## config.mk

```make
export PLATFORM = sky130hd
export DESIGN_NAME = memory_size_text_parser
export DESIGN_NICKNAME = d
export VERILOG_FILES = /design/src/rtl/core/sizep_pkg.sv /design/src/rtl/core/memory_size_text_parser.sv /design/src/rtl/core/sizep_in_reg.sv /design/src/rtl/core/sizep_parse.sv
export SDC_FILE = /design/constraint.sdc
export NUM_CORES = 1
export LEC_CHECK = 0
export CAP_MARGIN = 0
export CORE_ASPECT_RATIO = 1.75
export CORE_MARGIN = 1
export CORE_UTILIZATION = 55
export DETAILED_ROUTE_END_ITERATION = 8
export DONT_BUFFER_PORTS = 1
export PLACE_DENSITY = 0.73
export REMOVE_ABC_BUFFERS = 1
export SKIP_CTS_REPAIR_TIMING = 1
export SLEW_MARGIN = 15
export SYNTH_ARGS = -nofsm -noshare
export SYNTH_HDL_FRONTEND = slang
export SYNTH_SLANG_ARGS = --single-unit
```

## constraint.sdc

```tcl
create_clock -name clock -period 12.7 [get_ports clock]
set_input_delay 0 -clock clock [delete_from_list [all_inputs] [get_ports clock]]
set_output_delay 0 -clock clock [all_outputs]
set_load 0.02 [all_outputs]
```

## src/rtl/core/sizep_pkg.sv

```systemverilog
// Shared types and constants for the memory size text parser.
// No dependencies; imported by every module of the block.
`timescale 1ns / 1ps

package sizep_pkg;

   localparam int CHAR_W = 8;
   localparam int SIZE_W = 31;

   localparam logic [SIZE_W-1:0] VALUE_MAX   = {SIZE_W{1'b1}};
   localparam logic [SIZE_W-1:0] LIMIT_RESET = SIZE_W'(1024 * 1024 * 1024);

   localparam logic [CHAR_W-1:0] CH_ZERO  = 8'h30;
   localparam logic [CHAR_W-1:0] CH_NINE  = 8'h39;
   localparam logic [CHAR_W-1:0] CH_K     = 8'h4B;
   localparam logic [CHAR_W-1:0] CH_M     = 8'h4D;
   localparam logic [CHAR_W-1:0] CH_SPACE = 8'h20;
   localparam logic [CHAR_W-1:0] CH_TAB   = 8'h09;
   localparam logic [CHAR_W-1:0] CH_CR    = 8'h0D;

   typedef enum logic [2:0] {
      PH_NUMBER = 3'b001,
      PH_TRAIL  = 3'b010,
      PH_FAILED = 3'b100
   } phase_type;

   typedef struct packed {
      logic [CHAR_W-1:0] character;
      logic              is_last;
      logic              no_character;
   } item_type;

   typedef struct packed {
      logic [SIZE_W-1:0] size_bytes;
      logic              size_ok;
   } result_type;

   function automatic logic is_white(input logic [CHAR_W-1:0] c);
      is_white = (c == CH_SPACE) || (c >= CH_TAB && c <= CH_CR);
   endfunction

endpackage

```

## src/rtl/core/memory_size_text_parser.sv

```systemverilog
// Channel  | direction | contents
// req_     | in        | tdata: character, tlast: is_last, tuser: no_character
// rsp_     | out       | tdata: size_bytes, tuser: size_ok (one per string)
// csr_     | in        | size_limit write
//
// One character per cycle sustained while no last character waits on a response; a
// character goes input register -> parse step -> response register, so a response
// is registered from the parse step of its last character.
// The parse state updates in the same cycle as the step, which sets the rate.
// Reset clears the parse state and sets size_limit to 1 GiB.
// A waiting response stalls only a last character; others keep flowing.
// Top level of the size parser; depends on sizep_pkg, sizep_in_reg, sizep_parse.
`timescale 1ns / 1ps

module memory_size_text_parser (
   input  logic                          clock,
   input  logic                          reset,
   input  logic                          req_tvalid,
   output logic                          req_tready,
   input  logic [7:0]                    req_tdata,   // [7:0] character
   input  logic                          req_tlast,   // is_last
   input  logic                          req_tuser,   // no_character
   output logic                          rsp_tvalid,
   input  logic                          rsp_tready,
   output logic [31:0]                   rsp_tdata,   // [30:0] size_bytes, [31] zero
   output logic                          rsp_tuser,   // size_ok
   input  logic                          csr_valid,
   output logic                          csr_ready,
   input  logic [sizep_pkg::SIZE_W-1:0]  csr_data    // size_limit
);
   import sizep_pkg::*;

   item_type          req_item;
   item_type          hold_item;
   logic              hold_valid;
   logic              hold_take;
   logic              out_free;
   result_type        step_result;

   logic [SIZE_W-1:0] limit_ff;
   logic              rsp_valid_ff, rsp_valid_in;
   result_type        rsp_data_ff, rsp_data_in;

   assign req_item.character    = req_tdata;
   assign req_item.is_last      = req_tlast;
   assign req_item.no_character = req_tuser;

   assign csr_ready = 1'b1;
   always_ff @(posedge clock) begin
      if (reset) begin
         limit_ff <= LIMIT_RESET;
      end else if (csr_valid) begin
         limit_ff <= csr_data;
      end
   end

   assign out_free  = !rsp_valid_ff || rsp_tready;
   assign hold_take = hold_valid && (!hold_item.is_last || out_free);

   sizep_in_reg u_in_reg (
      .clock      (clock),
      .reset      (reset),
      .in_valid   (req_tvalid),
      .in_ready   (req_tready),
      .in_item    (req_item),
      .hold_valid (hold_valid),
      .hold_take  (hold_take),
      .hold_item  (hold_item)
   );

   sizep_parse u_parse (
      .clock      (clock),
      .reset      (reset),
      .step       (hold_take),
      .item       (hold_item),
      .size_limit (limit_ff),
      .result     (step_result)
   );

   always_comb begin
      rsp_valid_in = rsp_valid_ff && !rsp_tready;
      rsp_data_in  = rsp_data_ff;
      if (hold_take && hold_item.is_last) begin
         rsp_valid_in = 1'b1;
         rsp_data_in  = step_result;
      end
   end

   always_ff @(posedge clock) begin
      if (reset) begin
         rsp_valid_ff <= 1'b0;
      end else begin
         rsp_valid_ff <= rsp_valid_in;
      end
      rsp_data_ff <= rsp_data_in;
   end

   assign rsp_tvalid = rsp_valid_ff;
   assign rsp_tdata  = {1'b0, rsp_data_ff.size_bytes};
   assign rsp_tuser  = rsp_data_ff.size_ok;

   a_no_overwrite: assert property (@(posedge clock) disable iff (reset)
      !(hold_take && hold_item.is_last && !out_free))
      else $error("response overwritten before it was taken");

   a_fail_is_zero: assert property (@(posedge clock) disable iff (reset)
      (rsp_valid_ff && !rsp_data_ff.size_ok) |-> (rsp_data_ff.size_bytes == '0))
      else $error("failed parse carries a nonzero size");

   a_ok_within_limit: assert property (@(posedge clock) disable iff (reset)
      (rsp_valid_ff && rsp_data_ff.size_ok) |-> (rsp_data_ff.size_bytes <= limit_ff))
      else $error("accepted size above limit");

   a_rsp_from_last: assert property (@(posedge clock) disable iff (reset)
      (hold_take && hold_item.is_last) |=> rsp_valid_ff)
      else $error("last character gave no response");

endmodule

```

## src/rtl/core/sizep_in_reg.sv

```systemverilog
// Input register stage for the size parser: holds one request transaction.
// Depends on sizep_pkg.
`timescale 1ns / 1ps

module sizep_in_reg (
   input  logic                clock,
   input  logic                reset,
   input  logic                in_valid,
   output logic                in_ready,
   input  sizep_pkg::item_type in_item,
   output logic                hold_valid,
   input  logic                hold_take,
   output sizep_pkg::item_type hold_item
);
   import sizep_pkg::*;

   logic     valid_ff, valid_in;
   item_type item_ff, item_in;

   assign in_ready = !valid_ff || hold_take;

   always_comb begin
      valid_in = valid_ff;
      item_in  = item_ff;
      if (in_ready) begin
         valid_in = in_valid;
         item_in  = in_item;
      end
   end

   always_ff @(posedge clock) begin
      if (reset) begin
         valid_ff <= 1'b0;
      end else begin
         valid_ff <= valid_in;
      end
      item_ff <= item_in;
   end

   assign hold_valid = valid_ff;
   assign hold_item  = item_ff;

endmodule

```

## src/rtl/core/sizep_parse.sv

```systemverilog
// Per-character parse step and parse state (phase, value, digit and overflow flags).
// Depends on sizep_pkg.
`timescale 1ns / 1ps

module sizep_parse (
   input  logic                              clock,
   input  logic                              reset,
   input  logic                              step,
   input  sizep_pkg::item_type               item,
   input  logic [sizep_pkg::SIZE_W-1:0]      size_limit,
   output sizep_pkg::result_type             result
);
   import sizep_pkg::*;

   phase_type         phase_ff, phase_in, phase_nx;
   logic [SIZE_W-1:0] acc_ff, acc_in, acc_nx;
   logic              seen_ff, seen_in, seen_nx;
   logic              ovf_ff, ovf_in, ovf_nx;

   logic [SIZE_W+3:0]  acc_x;
   logic [SIZE_W+3:0]  mul10;
   logic [CHAR_W-1:0]  c;
   logic               ok;

   assign c     = item.character;
   assign acc_x = {4'b0, acc_ff};
   assign mul10 = (acc_x << 3) + (acc_x << 1) + {{(SIZE_W+4-4){1'b0}}, c[3:0]};

   // state after this character, before the end-of-string clear
   always_comb begin
      phase_nx = phase_ff;
      acc_nx   = acc_ff;
      seen_nx  = seen_ff;
      ovf_nx   = ovf_ff;
      if (!item.no_character) begin
         case (phase_ff)
            PH_NUMBER: begin
               if (c >= CH_ZERO && c <= CH_NINE) begin
                  seen_nx = 1'b1;
                  if (mul10[SIZE_W+3:SIZE_W] != 4'b0) begin
                     ovf_nx = 1'b1;
                     acc_nx = VALUE_MAX;
                  end else begin
                     acc_nx = mul10[SIZE_W-1:0];
                  end
               end else if (is_white(c)) begin
                  phase_nx = PH_NUMBER;
               end else if (c == CH_K) begin
                  phase_nx = PH_TRAIL;
                  if (acc_ff[SIZE_W-1:SIZE_W-10] != 10'b0) begin
                     ovf_nx = 1'b1;
                     acc_nx = VALUE_MAX;
                  end else begin
                     acc_nx = {acc_ff[SIZE_W-11:0], 10'b0};
                  end
               end else if (c == CH_M) begin
                  phase_nx = PH_TRAIL;
                  if (acc_ff[SIZE_W-1:SIZE_W-20] != 20'b0) begin
                     ovf_nx = 1'b1;
                     acc_nx = VALUE_MAX;
                  end else begin
                     acc_nx = {acc_ff[SIZE_W-21:0], 20'b0};
                  end
               end else begin
                  phase_nx = PH_FAILED;
               end
            end
            PH_TRAIL: begin
               if (!is_white(c)) begin
                  phase_nx = PH_FAILED;
               end
            end
            default: begin
               phase_nx = PH_FAILED;
            end
         endcase
      end
   end

   always_comb begin
      phase_in = phase_nx;
      acc_in   = acc_nx;
      seen_in  = seen_nx;
      ovf_in   = ovf_nx;
      if (item.is_last) begin
         phase_in = PH_NUMBER;
         acc_in   = '0;
         seen_in  = 1'b0;
         ovf_in   = 1'b0;
      end
   end

   always_comb begin
      ok = 1'b0;
      case (phase_nx)
         PH_NUMBER, PH_TRAIL: ok = 1'b1;
         default:             ok = 1'b0;
      endcase
      ok = ok && seen_nx && !ovf_nx && (acc_nx <= size_limit);
   end

   always_ff @(posedge clock) begin
      if (reset) begin
         phase_ff <= PH_NUMBER;
         acc_ff   <= '0;
         seen_ff  <= 1'b0;
         ovf_ff   <= 1'b0;
      end else if (step) begin
         phase_ff <= phase_in;
         acc_ff   <= acc_in;
         seen_ff  <= seen_in;
         ovf_ff   <= ovf_in;
      end
   end

   assign result.size_ok    = ok;
   assign result.size_bytes = ok ? acc_nx : '0;

endmodule
```

# --- Word level (Yosys, flattened, before mapping) ---
# Index checks and enable logic that the tools add are counted.
totals:
  ff_bits: 111
  latchBits: 0
  mem_bits_rw: 0
  mem_bits_ro: 0
  input_bits: 46
  out_inout_bits: 36
  elab_cells: 81
  n_memories: 0
classes:
  n_addsub: 2
  multipliers: 0
  div_mod_pow: 0
  magnitude_cmp: 5
  eq_ne: 7
  shifts: 0
  muxes: 34
  n_bitwise: 0
  reduce_logical: 21
ops:
  columns: ["cell", "n"]
  rows:
  - ["$mux W31", 10]
  - ["$add A34 B32 Y35", 1]
  - ["$add A35 B4 Y35", 1]
  - ["$le A31 B31 Y1", 1]
  - ["$mux W3", 7]
  - ["$reduce_bool A20 Y1", 1]
  - ["$eq A8 B7 Y1 const B", 2]
  - ["$mux W1", 16]
  - ["$reduce_bool A10 Y1", 1]
  - ["$eq A8 B6 Y1 const B", 1]
  - ["$ge A8 B4 Y1 const B", 1]
  - ["$ge A8 B6 Y1 const B", 1]
  - ["$le A8 B4 Y1 const B", 1]
  - ["$le A8 B6 Y1 const B", 1]
  - ["$logic_and A1 B1 Y1", 8]
  - ["$eq A3 B1 Y1 const B", 2]
  - ["$eq A3 B2 Y1 const B", 2]
  - ["$pmux W3 S2", 1]
  - ["$logic_not A1 Y1", 5]
  - ["$logic_or A1 B1 Y1", 4]
  - ["$reduce_bool A4 Y1", 1]
  - ["$reduce_or A2 Y1", 1]

# --- Depth between registers and ports, before layout ---
depth:
  depth_word: 13
  mapped_depth: 25
  depth_no_buf: 23

# --- Cells and area by module ---
# From an unflattened synthesis, not the netlist that was laid out.
hier_totals:
  cells_unflattened: 967
  area_unflattened_um2: 8127.8
modules_own_cells:
  columns: ["mod", "n_inst", "cells_per_inst", "area_each_um2", "seq_area_each_um2"]
  rows:
  - ["sizep_parse", 1, 810, 5627.9, 720.7]
  - ["memory_size_text_parser", 1, 143, 2153.3, 1601.5]
  - ["sizep_in_reg", 1, 14, 346.6, 320.3]

# --- Worst setup path before layout ---
# No wires, ideal clock.
synth_path:
  path_type: "flip-flop to flip-flop"
  start: "reg u_in_reg.item_ff (netlist bit u_in_reg.hold_item[5])"
  end: "reg rsp_data_ff (netlist bit rsp_tdata[29]), data pin"
  t_arrival_ns: 5.017
  t_required_ns: 12.542
  slack_ns: 7.525
  stages_incl_launch_ff: 24
  path_buffers: 2
  period_less_slack_ns: 5.175
  cell_sequence: "edfxtp_1 fa_1 fa_1 a21o_1 a221oi_2 a31oi_1 a211oi_2 o31ai_2 xnor2_2 and2_4 nand3_4 buf_6 o21ai_1 nand2_1 ha_1 nand2_1 nor2_1 nand3_1 nor2_1 nand2_1 o41ai_1 nand4b_4 buf_4 a211oi_2"
synth_between:
  word_cells_on_any_way: 45
  cone_classes: "1 x add/sub; 5 x order compare; 5 x eq/ne; 25 x mux; 9 x reduce/logical"
synth_rtl:
  columns: ["element", "line_no", "source"]
  rows:
  - ["start: declaration", "sizep_in_reg.sv:18", "item_type item_ff, item_in;"]
  - ["start signal: assignment", "sizep_in_reg.sv:37", "item_ff <= item_in;"]
  - ["branches (longest 4 deep; another with $add A35 B4 Y35)", null, null]
  - ["$mux W31 (*)", "sizep_parse.sv:38", "if (c >= CH_ZERO && c <= CH_NINE) begin"]
  - ["$mux W31 (*)", "sizep_parse.sv:36", "case (phase_ff)"]
  - ["$mux W31 (*)", "sizep_parse.sv:35", "if (!item.no_character) begin"]
  - ["net u_parse.acc_nx[26]", "sizep_parse.sv:16", "logic [SIZE_W-1:0] acc_ff, acc_in, acc_nx;"]
  - ["$le A31 B31 Y1 (*)", "sizep_parse.sv:99", "ok = ok && seen_nx && !ovf_nx && (acc_nx <= size_limit);"]
  - ["$logic_and A1 B1 Y1 (*)", "sizep_parse.sv:99", null]
  - ["end signal: assignment", "memory_size_text_parser.sv:95", "rsp_data_ff <= rsp_data_in;"]
  - ["end: declaration", "memory_size_text_parser.sv:42", "result_type rsp_data_ff, rsp_data_in;"]
# Mark *: on every way through the listed nets, which the timed path passes.
# A chain may end at the register's enable or synchronous reset.

# --- Worst setup path after layout ---
layout_path:
  start: "reg u_parse.acc_ff[2]"
  end: "reg rsp_data_ff (netlist bit rsp_tdata[12]), data pin"
layout_between:
  word_cells_on_any_way: 20
  cone_classes: "2 x add/sub; 1 x order compare; 13 x mux; 4 x reduce/logical"
layout_rtl:
  columns: ["element", "line_no", "source"]
  rows:
  - ["start: declaration", "sizep_parse.sv:16", null]
  - ["start signal: assignment", "sizep_parse.sv:110", "acc_ff <= acc_in;"]
  - ["$add A34 B32 Y35 (*)", "sizep_parse.sv:27", "assign mul10 = (acc_x << 3) + (acc_x << 1) + {{(SIZE_W+4-4){1'b0}}, c[3:0]};"]
  - ["$add A35 B4 Y35 (*)", "sizep_parse.sv:27", null]
  - ["$reduce_bool A4 Y1", "sizep_parse.sv:40", "if (mul10[SIZE_W+3:SIZE_W] != 4'b0) begin"]
  - ["$mux W31 (*)", "sizep_parse.sv:40", null]
  - ["$mux W31 (*)", "sizep_parse.sv:38", null]
  - ["$mux W31 (*)", "sizep_parse.sv:36", null]
  - ["$mux W31 (*)", "sizep_parse.sv:35", null]
  - ["net u_parse.acc_nx[28]", "sizep_parse.sv:16", null]
  - ["$le A31 B31 Y1 (*)", "sizep_parse.sv:99", null]
  - ["$logic_and A1 B1 Y1 (*)", "sizep_parse.sv:99", null]
# The timed path passes the listed nets; every way through them passes the cells marked *.

==> reports/summary.txt <==
io pins -> 82
Period Utilization, post-route -> 53.8%
row cnt -> 57
pin count of the biggest net entering global routing -> 39
CORE AREA -> 14,000 um^2
fin crit period -> 6840 ps
gr ovfl total -> 0
hold path start -> reset
DRT antenna net count -> 0
HPWL Detailed -> 17,500 um
final wirelength -> 26,000 um
length of the first detailed-routing pass in iterations -> 6
Yosys cell types -> 71
critical path class -> reg -> reg
Pleak -> 4.21 nW
Worst Tran Pin Value -> 1040 ps
Seq/Total Area, Yosys -> 33.4%
critical path arrival -> 7070 ps
Cells on Worst Hold Path -> 3
fraction of registers with async set/reset -> 0%
deepest clock path buffer count -> 2
final setup TNS -> 0 ps
worst-skew pair later-pin latency -> 360 ps
RSZ-0062 raised after global routing -> no
Startpoint Class -> flop
Final Slew Violations -> 0
Final Setup Violations -> 0
global-route wire length before repair -> 35,200 um
Total GRT Usage -> 30.7%
initial antenna violation count -> 0
status -> finished, final reports clean
Post-Syn Area -> 7910 um^2
Worst slew margin -> 30.5%
Fin. Hold Viols -> 0
CP required -> 12,930 ps
yosys warns -> 0
DR iter-0 viols -> 742
input/output buffers -> 0
Initial Util -> 56.6%
# DRC -> 0
crit end category -> flop
H-tree depth -> 3
total die area -> 14,900 um^2
Layout fillers -> 1,159
Worst-path clk slew -> 70 ps
Post-synth EDFFs -> 42
Avg Vias per Cell -> 6.51
MaxCap Viol Count -> 0
die width -> 92.7 um
#FFs+latches synth -> 111
clk sink count -> 111
class of the worst hold path -> in -> reg
vias in the first global route -> 6,922
maximum VDD drop -> 0.0000706 V
Endpoint, Worst Hold -> u_parse.phase_ff[2]$_SDFFE_PP0P_
Post-synth top flop -> dfxtp_1
capturing point of the worst reg2reg path -> rsp_tdata[12]$_SDFFCE_PN0P_
FMAX -> 146 MHz
Min Hold Slack -> 40.1 ps
clock tree root driver cell -> clkbuf_16
DIE HEIGHT -> 161 um
setup slack, reg-to-reg -> 5860 ps
Avg Inst Size Synth -> 8.49 um^2
GP Congestion -> 0.951
CTS tree -> built
wire per inst -> 21.9 um
layout cells sized above 1 -> 4.05%
Vias -> 7,746
pwr dens -> 81.4 nW/um^2
Antenna diodes -> 0
crit-path max FO -> 32
Layout Skew -> 12.6 ps
area delta synth->final -> 17.0%
Post-Synthesis Cells -> 932
r2r worst-path depth -> 20
R2R Path Start -> u_parse.acc_ff[2]$_SDFFE_PP0P_
nets -> 1,147
CTS Buf Count -> 9
cells in the final DEF (no fill, tap or decap), types with 6 or more instances in the layout:
cell,synthesis,routed
o221ai_1,23,23
and3_1,6,6
ha_1,92,92
nand2_1,110,110
mux2i_1,32,32
xnor2_1,15,15
a21o_1,14,14
nand4_1,14,14
o21ai_1,13,13
nand3_1,14,14
o22ai_1,11,11
xor2_1,13,13
o21ai_0,64,64
clkbuf_16,0,9
nor4_1,6,6
edfxtp_1,42,42
dfxtp_1,69,69
a211oi_1,14,14
dlygate4sd3_1,0,98
a21oi_1,77,77
inv_1,46,46
o21ai_2,6,6
nor2b_1,8,8
nor2_1,111,111
nor3_1,17,17
cell type report:
| cell class | count | area, um^2 | area share, % |
|---|---|---|---|
| sequential | 111 | 2640 | 28.5 |
| tap | 177 | 221 | 2.39 |
| clock buffer | 10 | 229 | 2.47 |
| inverter | 46 | 173 | 1.87 |
| multi-input combinational | 736 | 4910 | 53.1 |
| timing repair buffer | 103 | 1030 | 11.1 |
| clock inverter | 6 | 46.3 | 0.500 |
metrics by stage:
step	total power, W	area (um^2)	util, %	instances	worst slack, ps
finish	0.000753	9260	66.2	1189	5860
CTS	0.000715	8260	59.1	1090	6250
global route	0.000772	9260	66.2	1189	5510
floorplan	0.000435	7730	-	893	7250
detailed placement	0.000452	7980	57.1	1074	6310
global placement	0.000450	7980	57.1	1074	6280
cells in the mapped netlist, types with 7 or more instances:
master    number  area, um^2
o21ai_1       13        65.1
buf_2          7        35.0
o21ai_0       64         320
dfxtp_1       69        1380
a211oi_1      14         105
clkbuf_1      22        82.6
xnor2_1       15         131
nand3_1       14        70.1
ha_1          92        1150
xor2_1        13         114
o221ai_1      23         201
nor3_1        17        85.1
a21oi_1       77         385
a21o_1        14         105
edfxtp_1      42        1260
nand2_1      110         413
nor2b_1        8        50.1
mux2i_1       32         320
nand4_1       14        87.6
o22ai_1       11        68.8
inv_1         46         173
nor2_1       111         417
metal layers:
layer	vias to the layer above	GRT usage [%]	part of all wire [%]
met5	-	0	0
met2	436	55.2	52
met1	3581	32.3	33
li1	3560	-	-
met3	169	5.07	6.1
met4	0	20.0	9.0
sequential cells by signal, summed over array words and instances, names as in the netlist:
register / cells
u_parse.phase_ff: 3
u_in_reg.hold_valid: 1
u_parse.seen_ff: 1
limit_ff: 31
u_parse.ovf_ff: 1
rsp_tuser: 1
u_in_reg.hold_item: 10
u_parse.acc_ff: 31
rsp_tdata: 31
rsp_tvalid: 1
where the power goes:
group / switching [W] / total, W / leakage, nW / internal, W
clock: 0.000137 / 0.000272 / 0.136 / 0.000135
combinational: 0.0000485 / 0.0000953 / 3.06 / 0.0000468
sequential: 0.00000889 / 0.000386 / 1.01 / 0.000377
critical path: stages, from the launching register on:
cell and delay (ps):
dfxtp_1 510, fa_1 520, fa_1 500, a21o_1 210, a221oi_2 270, a31oi_1 210, a211oi_2 390, o31ai_2 140
xnor2_2 190, and2_4 210, nand3_4 270, o21ai_0 420, nand2_1 140, ha_1 320, a2111oi_0 610, o221ai_1 280
a21oi_1 280, o22ai_1 140, o41ai_1 130, nand4b_4 550, o21ba_2 410
worst max path at each step:
stage | from | to | cells past startpoint
6_report | u_parse.acc_ff[2]$_SDFFE_PP0P_ | rsp_tdata[12]$_SDFFCE_PN0P_ | 20
5_1_grt | u_parse.acc_ff[2]$_SDFFE_PP0P_ | rsp_tdata[12]$_SDFFCE_PN0P_ | 20
4_1_cts | u_parse.acc_ff[2]$_SDFFE_PP0P_ | rsp_tdata[12]$_SDFFCE_PN0P_ | 21
3_5_place_dp | u_parse.acc_ff[2]$_SDFFE_PP0P_ | rsp_tdata[12]$_SDFFCE_PN0P_ | 21
3_3_place_gp | u_parse.acc_ff[2]$_SDFFE_PP0P_ | rsp_tdata[17]$_SDFFCE_PN0P_ | 21
2_1_floorplan | u_in_reg.hold_item[5]$_DFFE_PP_ | rsp_tdata[12]$_SDFFCE_PN0P_ | 21
logic make-up after synthesis:
group,synth area share (%)
AND/OR/NAND/NOR,18.3
AO/OA/AOI/OAI,21.3
flip-flops,33.4
adder cells (fa/ha/maj),15.1
buffers and inverters,4.49
multiplexers,4.05
XOR/XNOR,3.31
other,0.0949
Note: power is estimated with default switching activity, not from simulation.
